## config.mk

```make
export PLATFORM = sky130hd
export DESIGN_NAME = bone_weight_top4_normalizer
export DESIGN_NICKNAME = d
export VERILOG_FILES = /design/src/hw/rtl/bwtn_pkg.sv /design/src/hw/rtl/bwtn_front.sv /design/src/hw/rtl/bwtn_queue.sv /design/src/hw/rtl/bwtn_back.sv /design/src/hw/rtl/bone_weight_top4_normalizer.sv
export SDC_FILE = /design/constraint.sdc
export NUM_CORES = 2
export LEC_CHECK = 0
export BUFFER_PORTS_ARGS = -buffer_cell sky130_fd_sc_hd__buf_4
export CAP_MARGIN = 20
export CORE_AREA = 2 2 323 325
export CTS_CLUSTER_DIAMETER = 200
export DETAILED_ROUTE_END_ITERATION = 8
export DIE_AREA = 0 0 325 327
export PLACE_DENSITY_LB_ADDON = 0.25
export SETUP_SLACK_MARGIN = 0.15
export SYNTH_ARGS = -nofsm -noshare
export SYNTH_HDL_FRONTEND = slang
export SYNTH_SLANG_ARGS = --single-unit
```

## constraint.sdc

```tcl
create_clock -name clock -period 25.6 [get_ports clock]
set_input_delay 3.84 -clock clock [delete_from_list [all_inputs] [get_ports clock]]
set_output_delay 3.84 -clock clock [all_outputs]
set_load 0.1 [all_outputs]
```

## src/hw/rtl/bwtn_pkg.sv

```systemverilog
// Package for the bone weight top-four normalizer.
// Channel payload structs, the vertex record passed from front to back, and constants.
// No dependencies.
package bwtn_pkg;

   localparam int OUT_SLOTS  = 4;
   localparam int BONE_COUNT = 256;
   localparam int SUM_W      = 18;
   localparam int WEIGHT_W   = 16;
   localparam int BONE_W     = 8;
   localparam int DVD_W      = 32;
   localparam int DIV_STEPS  = 16;

   localparam logic [SUM_W-1:0]    ONE_Q15       = 18'd32768;
   localparam logic [WEIGHT_W-1:0] TOLERANCE_RST = 16'd33;

   typedef struct packed {
      logic [BONE_W-1:0]   bone_index;
      logic [WEIGHT_W-1:0] bone_weight;
      logic                weight_present;
      logic                vertex_last;
   } req_type;

   typedef struct packed {
      logic [BONE_W-1:0]   slot0_bone;
      logic [BONE_W-1:0]   slot1_bone;
      logic [BONE_W-1:0]   slot2_bone;
      logic [BONE_W-1:0]   slot3_bone;
      logic [WEIGHT_W-1:0] slot0_weight;
      logic [WEIGHT_W-1:0] slot1_weight;
      logic [WEIGHT_W-1:0] slot2_weight;
      logic [WEIGHT_W-1:0] slot3_weight;
      logic [2:0]          influence_count;
   } rsp_type;

   typedef struct packed {
      logic [OUT_SLOTS-1:0][BONE_W-1:0]   bones;
      logic [OUT_SLOTS-1:0][WEIGHT_W-1:0] weights;
      logic [2:0]                         count;
      logic [SUM_W-1:0]                   sum;
   } vertex_type;

   typedef enum logic [1:0] {
      BK_IDLE,
      BK_DIV,
      BK_DONE
   } back_state_type;

endpackage

```

## src/hw/rtl/bwtn_front.sv

```systemverilog
// Front part: accepts bone items and keeps the largest weights of the current vertex.
// Pushes one vertex record into the queue on the last item. Depends on bwtn_pkg.
module bwtn_front #(
   parameter int MAX_INFLUENCES = 4
) (
   input  logic                clock,
   input  logic                reset,
   input  logic                req_valid,
   output logic                req_ready,
   input  bwtn_pkg::req_type   req_data,
   output logic                push,
   output bwtn_pkg::vertex_type push_data,
   input  logic                q_full
);
   import bwtn_pkg::*;

   localparam int CW    = $clog2(MAX_INFLUENCES + 1);
   localparam int IW    = (MAX_INFLUENCES > 1) ? $clog2(MAX_INFLUENCES) : 1;
   localparam int SHOWN = (MAX_INFLUENCES < OUT_SLOTS) ? MAX_INFLUENCES : OUT_SLOTS;

   logic [BONE_W-1:0]   bones_ff   [MAX_INFLUENCES];
   logic [BONE_W-1:0]   bones_in   [MAX_INFLUENCES];
   logic [WEIGHT_W-1:0] weights_ff [MAX_INFLUENCES];
   logic [WEIGHT_W-1:0] weights_in [MAX_INFLUENCES];
   logic [CW-1:0]       count_ff, count_in;
   logic [SUM_W-1:0]    sum_ff, sum_in;
   logic [IW-1:0]       mini;
   logic [WEIGHT_W-1:0] minw;
   logic                take, accept;

   assign req_ready = !q_full;
   assign accept    = req_valid && req_ready;
   assign take      = req_data.weight_present &&
                      ({1'b0, req_data.bone_index} < 9'(BONE_COUNT));

   always_comb begin
      bones_in   = bones_ff;
      weights_in = weights_ff;
      count_in   = count_ff;
      sum_in     = sum_ff;
      mini       = '0;
      minw       = weights_ff[0];
      for (int i = 1; i < MAX_INFLUENCES; i++) begin
         if (weights_ff[i] < minw) begin
            minw = weights_ff[i];
            mini = IW'(i);
         end
      end
      if (take) begin
         if (count_ff < CW'(MAX_INFLUENCES)) begin
            for (int i = 0; i < MAX_INFLUENCES; i++) begin
               if (CW'(i) == count_ff) begin
                  bones_in[i]   = req_data.bone_index;
                  weights_in[i] = req_data.bone_weight;
               end
            end
            count_in = count_ff + CW'(1);
            sum_in   = sum_ff + SUM_W'(req_data.bone_weight);
         end else if (!(req_data.bone_weight < minw)) begin
            for (int i = 0; i < MAX_INFLUENCES - 1; i++) begin
               if (IW'(i) >= mini) begin
                  bones_in[i]   = bones_ff[i + 1];
                  weights_in[i] = weights_ff[i + 1];
               end
            end
            bones_in[MAX_INFLUENCES - 1]   = req_data.bone_index;
            weights_in[MAX_INFLUENCES - 1] = req_data.bone_weight;
            sum_in = sum_ff - SUM_W'(minw) + SUM_W'(req_data.bone_weight);
         end
      end
   end

   always_comb begin
      push_data = '0;
      for (int j = 0; j < SHOWN; j++) begin
         push_data.bones[j]   = bones_in[j];
         push_data.weights[j] = weights_in[j];
      end
      push_data.count = (4'(count_in) > 4'(OUT_SLOTS)) ? 3'(OUT_SLOTS) : 3'(count_in);
      push_data.sum   = sum_in;
   end

   assign push = accept && req_data.vertex_last;

   // Clear the collection after the last item of a vertex
   always_ff @(posedge clock) begin
      if (reset) begin
         for (int i = 0; i < MAX_INFLUENCES; i++) begin
            bones_ff[i]   <= '0;
            weights_ff[i] <= '0;
         end
         count_ff <= '0;
         sum_ff   <= '0;
      end else if (accept) begin
         if (req_data.vertex_last) begin
            for (int i = 0; i < MAX_INFLUENCES; i++) begin
               bones_ff[i]   <= '0;
               weights_ff[i] <= '0;
            end
            count_ff <= '0;
            sum_ff   <= '0;
         end else begin
            bones_ff   <= bones_in;
            weights_ff <= weights_in;
            count_ff   <= count_in;
            sum_ff     <= sum_in;
         end
      end
   end

endmodule

```

## src/hw/rtl/bwtn_queue.sv

```systemverilog
// Two-entry queue of vertex records between the front and back parts.
// Depends on bwtn_pkg.
module bwtn_queue (
   input  logic                 clock,
   input  logic                 reset,
   input  logic                 push,
   input  bwtn_pkg::vertex_type push_data,
   output logic                 full,
   input  logic                 pop,
   output logic                 not_empty,
   output bwtn_pkg::vertex_type pop_data
);
   import bwtn_pkg::*;

   vertex_type  entry_ff [2];
   logic        wr_ptr_ff, rd_ptr_ff;
   logic [1:0]  fill_ff, fill_in;

   assign full      = (fill_ff == 2'd2);
   assign not_empty = (fill_ff != 2'd0);
   assign pop_data  = entry_ff[rd_ptr_ff];

   always_comb begin
      fill_in = fill_ff;
      if (push && !pop) begin
         fill_in = fill_ff + 2'd1;
      end else if (pop && !push) begin
         fill_in = fill_ff - 2'd1;
      end
   end

   always_ff @(posedge clock) begin
      if (push) begin
         entry_ff[wr_ptr_ff] <= push_data;
      end
   end

   always_ff @(posedge clock) begin
      if (reset) begin
         wr_ptr_ff <= 1'b0;
         rd_ptr_ff <= 1'b0;
         fill_ff   <= '0;
      end else begin
         if (push) begin
            wr_ptr_ff <= !wr_ptr_ff;
         end
         if (pop) begin
            rd_ptr_ff <= !rd_ptr_ff;
         end
         fill_ff <= fill_in;
      end
   end

endmodule

```

## src/hw/rtl/bwtn_back.sv

```systemverilog
// Back part: takes vertex records, normalizes the weights with four radix-4 dividers
// that share one divisor, and holds the result in the output register. Depends on bwtn_pkg.
module bwtn_back (
   input  logic                 clock,
   input  logic                 reset,
   input  logic [15:0]          tolerance,
   input  logic                 not_empty,
   input  bwtn_pkg::vertex_type pop_data,
   output logic                 pop,
   output logic                 rsp_valid,
   input  logic                 rsp_ready,
   output bwtn_pkg::rsp_type    rsp_data
);
   import bwtn_pkg::*;

   back_state_type state_ff, state_in;

   logic [OUT_SLOTS-1:0][BONE_W-1:0]   bones_ff;
   logic [OUT_SLOTS-1:0][WEIGHT_W-1:0] quo_ff, quo_in;
   logic [OUT_SLOTS-1:0][DVD_W-1:0]    dvd_ff;
   logic [OUT_SLOTS-1:0][SUM_W-1:0]    rem_ff, rem_in;
   logic [2:0]                         count_ff;
   logic [SUM_W-1:0]                   divisor_ff;
   logic [3:0]                         step_ff;
   logic                               rsp_valid_ff;
   rsp_type                            rsp_ff;

   logic [SUM_W-1:0] sum_gap;
   logic             norm, load_out, div_en;

   always_comb begin
      sum_gap = (pop_data.sum >= ONE_Q15) ? pop_data.sum - ONE_Q15 : ONE_Q15 - pop_data.sum;
      norm    = (sum_gap > SUM_W'(tolerance)) && (pop_data.sum != '0);
   end

   // Two quotient bits per lane and cycle
   always_comb begin
      logic [SUM_W:0]   r1, r2;
      logic [SUM_W-1:0] r1s;
      logic             ge1, ge2;
      quo_in = quo_ff;
      rem_in = rem_ff;
      for (int j = 0; j < OUT_SLOTS; j++) begin
         r1  = {rem_ff[j], dvd_ff[j][DVD_W-1]};
         ge1 = (r1 >= {1'b0, divisor_ff});
         r1s = ge1 ? SUM_W'(r1 - {1'b0, divisor_ff}) : SUM_W'(r1);
         r2  = {r1s, dvd_ff[j][DVD_W-2]};
         ge2 = (r2 >= {1'b0, divisor_ff});
         rem_in[j] = ge2 ? SUM_W'(r2 - {1'b0, divisor_ff}) : SUM_W'(r2);
         quo_in[j] = {quo_ff[j][WEIGHT_W-3:0], ge1, ge2};
      end
   end

   always_comb begin
      state_in = state_ff;
      case (state_ff)
         BK_IDLE: begin
            if (not_empty) begin
               state_in = norm ? BK_DIV : BK_DONE;
            end
         end
         BK_DIV: begin
            if (step_ff == 4'(DIV_STEPS - 1)) begin
               state_in = BK_DONE;
            end
         end
         BK_DONE: begin
            if (!rsp_valid_ff || rsp_ready) begin
               state_in = BK_IDLE;
            end
         end
         default: state_in = BK_IDLE;
      endcase
   end

   always_comb begin
      pop      = 1'b0;
      div_en   = 1'b0;
      load_out = 1'b0;
      case (state_ff)
         BK_IDLE: pop      = not_empty;
         BK_DIV:  div_en   = 1'b1;
         BK_DONE: load_out = !rsp_valid_ff || rsp_ready;
         default: begin
         end
      endcase
   end

   always_ff @(posedge clock) begin
      if (reset) begin
         state_ff     <= BK_IDLE;
         rsp_valid_ff <= 1'b0;
      end else begin
         state_ff <= state_in;
         if (load_out) begin
            rsp_valid_ff <= 1'b1;
         end else if (rsp_ready) begin
            rsp_valid_ff <= 1'b0;
         end
      end
   end

   always_ff @(posedge clock) begin
      if (pop) begin
         bones_ff   <= pop_data.bones;
         count_ff   <= pop_data.count;
         divisor_ff <= pop_data.sum;
         step_ff    <= '0;
         for (int j = 0; j < OUT_SLOTS; j++) begin
            quo_ff[j] <= pop_data.weights[j];
            rem_ff[j] <= '0;
            dvd_ff[j] <= {1'b0, pop_data.weights[j], 15'b0};
         end
      end else if (div_en) begin
         quo_ff  <= quo_in;
         rem_ff  <= rem_in;
         step_ff <= step_ff + 4'd1;
         for (int j = 0; j < OUT_SLOTS; j++) begin
            dvd_ff[j] <= {dvd_ff[j][DVD_W-3:0], 2'b00};
         end
      end
   end

   always_ff @(posedge clock) begin
      if (load_out) begin
         rsp_ff.slot0_bone      <= bones_ff[0];
         rsp_ff.slot1_bone      <= bones_ff[1];
         rsp_ff.slot2_bone      <= bones_ff[2];
         rsp_ff.slot3_bone      <= bones_ff[3];
         rsp_ff.slot0_weight    <= quo_ff[0];
         rsp_ff.slot1_weight    <= quo_ff[1];
         rsp_ff.slot2_weight    <= quo_ff[2];
         rsp_ff.slot3_weight    <= quo_ff[3];
         rsp_ff.influence_count <= count_ff;
      end
   end

   assign rsp_valid = rsp_valid_ff;
   assign rsp_data  = rsp_ff;

endmodule

```

## src/hw/rtl/bone_weight_top4_normalizer.sv

```systemverilog
// Bone weight top-four normalizer, top level: sum tolerance register, front, queue, back.
// Depends on bwtn_pkg, bwtn_front, bwtn_queue and bwtn_back.
//
// Bone items are taken one per cycle while the vertex queue has room; the front keeps the
// MAX_INFLUENCES largest weights of the vertex and, on the item marked last, hands a record
// to a two-entry queue. The back part pops a record, normalizes all four slots at once with
// radix-4 restoring dividers, and then loads the output register. It divides only when the
// sum is off by more than the tolerance and is not zero, else the weights pass unchanged.
// Collection of the next vertices overlaps this work. The tolerance is written through the
// csr port, resets to 33, and is meant to change only when the block is idle.
module bone_weight_top4_normalizer #(
   parameter int MAX_INFLUENCES = 4
) (
   input  logic              clock,
   input  logic              reset,
   input  logic              req_valid,
   output logic              req_ready,
   input  bwtn_pkg::req_type req_data,
   output logic              rsp_valid,
   input  logic              rsp_ready,
   output bwtn_pkg::rsp_type rsp_data,
   input  logic              csr_valid,
   output logic              csr_ready,
   input  logic [15:0]       csr_data
);
   import bwtn_pkg::*;

   logic [WEIGHT_W-1:0] tolerance_ff;
   logic                push, pop, q_full, q_not_empty;
   vertex_type          push_data, pop_data;

   assign csr_ready = 1'b1;

   always_ff @(posedge clock) begin
      if (reset) begin
         tolerance_ff <= TOLERANCE_RST;
      end else if (csr_valid && csr_ready) begin
         tolerance_ff <= csr_data;
      end
   end

   bwtn_front #(
      .MAX_INFLUENCES (MAX_INFLUENCES)
   ) u_front (
      .clock     (clock),
      .reset     (reset),
      .req_valid (req_valid),
      .req_ready (req_ready),
      .req_data  (req_data),
      .push      (push),
      .push_data (push_data),
      .q_full    (q_full)
   );

   bwtn_queue u_queue (
      .clock     (clock),
      .reset     (reset),
      .push      (push),
      .push_data (push_data),
      .full      (q_full),
      .pop       (pop),
      .not_empty (q_not_empty),
      .pop_data  (pop_data)
   );

   bwtn_back u_back (
      .clock     (clock),
      .reset     (reset),
      .tolerance (tolerance_ff),
      .not_empty (q_not_empty),
      .pop_data  (pop_data),
      .pop       (pop),
      .rsp_valid (rsp_valid),
      .rsp_ready (rsp_ready),
      .rsp_data  (rsp_data)
   );

endmodule

```

==> reports/results.tsv <==
stage	metric	value	unit
logic_synthesis	Synth Warn #	0	
critical_path	CP Launch Type	flip-flop	
logic_synthesis	synth unique cells	89	
clocking	Hold-fix buffers, CTS	0	
route	top layer in use	met5	
critical_path	Critical-path top delay cell	nand2_1	
outcome	run status	completed	
floorplan	Ports	149	
place	I/O Buffers	147	
place	placer's final routability congestion estimate	0.9084	
route	Vias/cell	5.636	
pwr	Pleak	18.94	nW
logic_synthesis	register bit total from synthesis	735	
grt	largest net degree at the start of global routing	82	
logic_synthesis	most used flip-flop cell after synthesis	edfxtp_1	
logic_synthesis	Seq/Total Area, Yosys	48.50	%
layout	fin area	46290	sq um
clocking	root buf cell	clkbuf_16	
critical_path	max incr delay on CP	700	ps
clocking	CTS tree	done	
floorplan	starting density of the core	39.79	%
logic_synthesis	Cells after Synth	3841	
grt	GRT Util Overall	21.21	%
critical_path	CP most frequent cell	a21o_1	
clocking	CTS max path bufs	3	
logic_synthesis	Post-synth EDFFs	514	
logic_synthesis	Syn Std Cell Area	40950	sq um
logic_synthesis	main combinational cell family by area after synthesis	compound AO/OA/AOI/OAI gates	
pwr	Flop pwr share	28.5	%
pwr	combinational share of power	52.6	%
sta	Slew Viols, Final	0	
sta	Slew headroom	24.85	%
logic_synthesis	syn_nets	4175	
run	MaxCap Viol Count	0	
clocking	CTS buffer count	81	
place	DPL Wire Length	80740	um
sta	clk_skew	30.76	ps
clocking	Sink Count	735	
layout	most common cell after layout, fill and taps aside	edfxtp_1	
pwr	Clk pwr share	18.9	%
route	Avg WL per Cell	21.43	um
route	met2 wire len	50940	um
critical_path	WS Path Type	reg -> reg	
grt	antenna violations before repair	8	
hold_path	Hold WC Path Type	reg -> reg	
route	DR WL met3	7251	um
place	DP Area	43530	sq um
critical_path	CP max FO	30	
critical_path	critical path data arrival time	10840	ps
pwr	PD cells	136.9	nW/um^2
sta	Final Hold Fails	0	
logic_synthesis	syn avg cell area	10.66	sq um
logic_synthesis	XOR/XNOR Fraction of Synth Area	3.166	%
floorplan	DIE AREA	106300	sq um
pwr	Total Power	0.006338	W
floorplan	row cnt	118	
layout	FILL cells	9625	
clocking	worst skew pair latency	670	ps
sta	final setup violation count	0	
sta	fmax	97.15	MHz
clocking	H-Tree Depth	3	
layout	final net count	4281	
route	DRC viols	0	
pwr	Switching Fraction	42.49	%
route	Initial DRT Pass Iterations	5	
clocking	Setup Buffers After CTS	0	
clocking	# resized after CTS	0	
route	post-route ant nets	0	
route	DRT Wirelength	115700	um
grt	Congestion Overflow GR	0	
pwr	Max VDD drop	79.35	uV
sta	worst-margin pin slew	1127	ps
sta	period utilization	40.21	%
clocking	Clk pin slew, worst setup/hold paths	60	ps
sta	final setup TNS	0	ps
grt	vias in the first global route	29210	
logic_synthesis	Synth Area in Adders	9.228	%
critical_path	worst path required time	26150	ps
logic_synthesis	compound-cell area share of the yosys netlist	17.47	%
layout	area grow syn2layout	13.06	%
floorplan	Die X-Extent	325	um
layout	share of cells above drive strength 1	13.13	%
critical_path	crit path capture type	flip-flop	
layout	most frequent cells in the layout	edfxtp_1, nor2_1, ha_1	
grt	first-pass GRT wire length	175600	um
route	M1 WL	54220	um
sta	RSZ-0062 raised after global routing	false	
route	DRT iter0 DRCs	2409	
route	via count	30430	
logic_synthesis	post-synthesis mux area share	7.095	%
pwr	P_sw	0.002693	W
floorplan	Die Height	327	um
logic_synthesis	simple-gate share of the synthesized area	11.37	%
pwr	Int Pwr	0.003645	W
floorplan	core area	102900	sq um
sta	Final min period	10290	ps
logic_synthesis	FFs w/ async S/R, synth	0	%
[flip-flops by register name, summed over array words and instances, names as in the netlist, named ones only]
| name | flops |
|---|---|
| tolerance_ff | 16 |
| u_back.quo_ff | 64 |
| u_back.rem_ff | 72 |
| u_queue.fill_ff | 2 |
| u_queue.wr_ptr_ff | 1 |
| u_queue.entry_ff | 234 |
| u_front.sum_ff | 18 |
| u_back.count_ff | 3 |
| u_back.bones_ff | 32 |
| u_front.weights_ff | 64 |
| u_back.state_ff | 2 |
| u_back.rsp_valid | 1 |
| u_back.rsp_data | 99 |
| u_queue.rd_ptr_ff | 1 |
| u_front.bones_ff | 32 |
| u_back.dvd_ff | 68 |
| u_back.divisor_ff | 18 |
| u_front.count_ff | 3 |
| u_back.step_ff | 4 |
[layer usage]
metal,vias to the layer above,global-route usage (%)
li1,14580,-
met1,14780,30.00
met2,864,32.83
met3,181,3.930
met4,16,6.814
met5,-,0
[cell type report]
cell class,instances,area (sq um),area share (%)
diodes,3,7.507,0.01622
clock buffers,99,2146,4.635
clock inverters,52,563.0,1.216
inverters,162,614.3,1.327
multi-input cells,2773,19870,42.93
flip-flops and latches,735,19860,42.91
well taps,1380,1727,3.730
repair buffers,194,1500,3.241
[power groups by stage]
stage,clock [W],combinational (W),sequential [W]
6_report,0.00120,0.00333,0.00181
3_3_place_gp,0,0.00329,0.00183
5_1_grt,0.00127,0.00367,0.00183
2_1_floorplan,0,0.00238,0.00196
4_1_cts,0.00123,0.00333,0.00181
3_5_place_dp,0,0.00331,0.00183
[path summary, 6_finish.rpt]
check,slack (ps),endpoint,from,cells past startpoint
max,15310,u_front.weights_ff[29]$_SDFFE_PP0P_,u_front.weights_ff[63]$_SDFFE_PP0P_,41
min,420,u_back.rsp_data[17]$_DFFE_PP_,u_back.quo_ff[62]$_DFFE_PP_,0
max reg2reg,15310,u_front.weights_ff[29]$_SDFFE_PP0P_,u_front.weights_ff[63]$_SDFFE_PP0P_,41
min reg2reg,420,u_back.rsp_data[17]$_DFFE_PP_,u_back.quo_ff[62]$_DFFE_PP_,0
[cell usage after synthesis, drive strengths merged, types with 12 or more instances]
| cell type | instances | area [sq um] |
|---|---|---|
| and2 | 13 | 81.33 |
| a211oi | 21 | 157.7 |
| xor2 | 53 | 464.2 |
| ha | 262 | 3278 |
| nor3 | 93 | 465.5 |
| nor2b | 38 | 237.7 |
| a31oi | 21 | 131.4 |
| o211ai | 19 | 147.6 |
| xnor2 | 95 | 832.1 |
| buf | 49 | 227.7 |
| mux2i | 153 | 1531 |
| a21oi | 261 | 1321 |
| nand2 | 226 | 848.3 |
| o31ai | 52 | 390.4 |
| o41ai | 30 | 412.9 |
| a311oi | 13 | 113.9 |
| nand3 | 74 | 370.4 |
| nor2 | 456 | 1717 |
| o21a | 23 | 172.7 |
| nor4 | 14 | 87.58 |
| clkbuf | 122 | 457.9 |
| a21boi | 14 | 105.1 |
| or3 | 20 | 125.1 |
| o21ai | 137 | 685.7 |
| a32oi | 12 | 105.1 |
| dfxtp | 221 | 4424 |
| nand2b | 22 | 137.6 |
| edfxtp | 514 | 15430 |
| mux2 | 122 | 1374 |
| o22a | 23 | 201.4 |
| o22ai | 39 | 244.0 |
| o221a | 23 | 259.0 |
| o21bai | 22 | 165.2 |
| nand4 | 42 | 269.0 |
| and3 | 21 | 131.4 |
| inv | 160 | 600.6 |
| a22o | 63 | 551.8 |
| fa | 25 | 500.5 |
| a21o | 175 | 1314 |
[critical path: cells and delay by family, from the launching register on]
family,cells,cell delay [ps]
AOI/OAI and AO/OA,25,5470
buffers and inverters,4,870
and+or+nand+nor,7,1960
muxes,1,290
DFF,1,350
adders and majority gates,4,1220
[logic make-up (layout without fill, tap and decap cells)]
group | after synthesis | in the layout
AND/OR/NAND/NOR | 1043 | 1043
XOR/XNOR | 148 | 148
other | 1 | 4
multiplexers | 275 | 275
AO/OA/AOI/OAI | 1019 | 1019
buffers and inverters | 333 | 507
adder cells (fa/ha/maj) | 287 | 287
flip-flops | 735 | 735
[metrics by stage]
step                cells  util [%]  hold slack (ps)  setup slack (ps)
finish               5398     44.99            418.8             15310
global route         5395     44.98            423.7             14550
CTS                  5392     44.93            418.1             14910
detailed placement   5241     42.30            406.3             14960
global placement     5240     42.28            400.9             15110
floorplan            3841         -            400.3             15890
(Power assumes the default switching activity.)
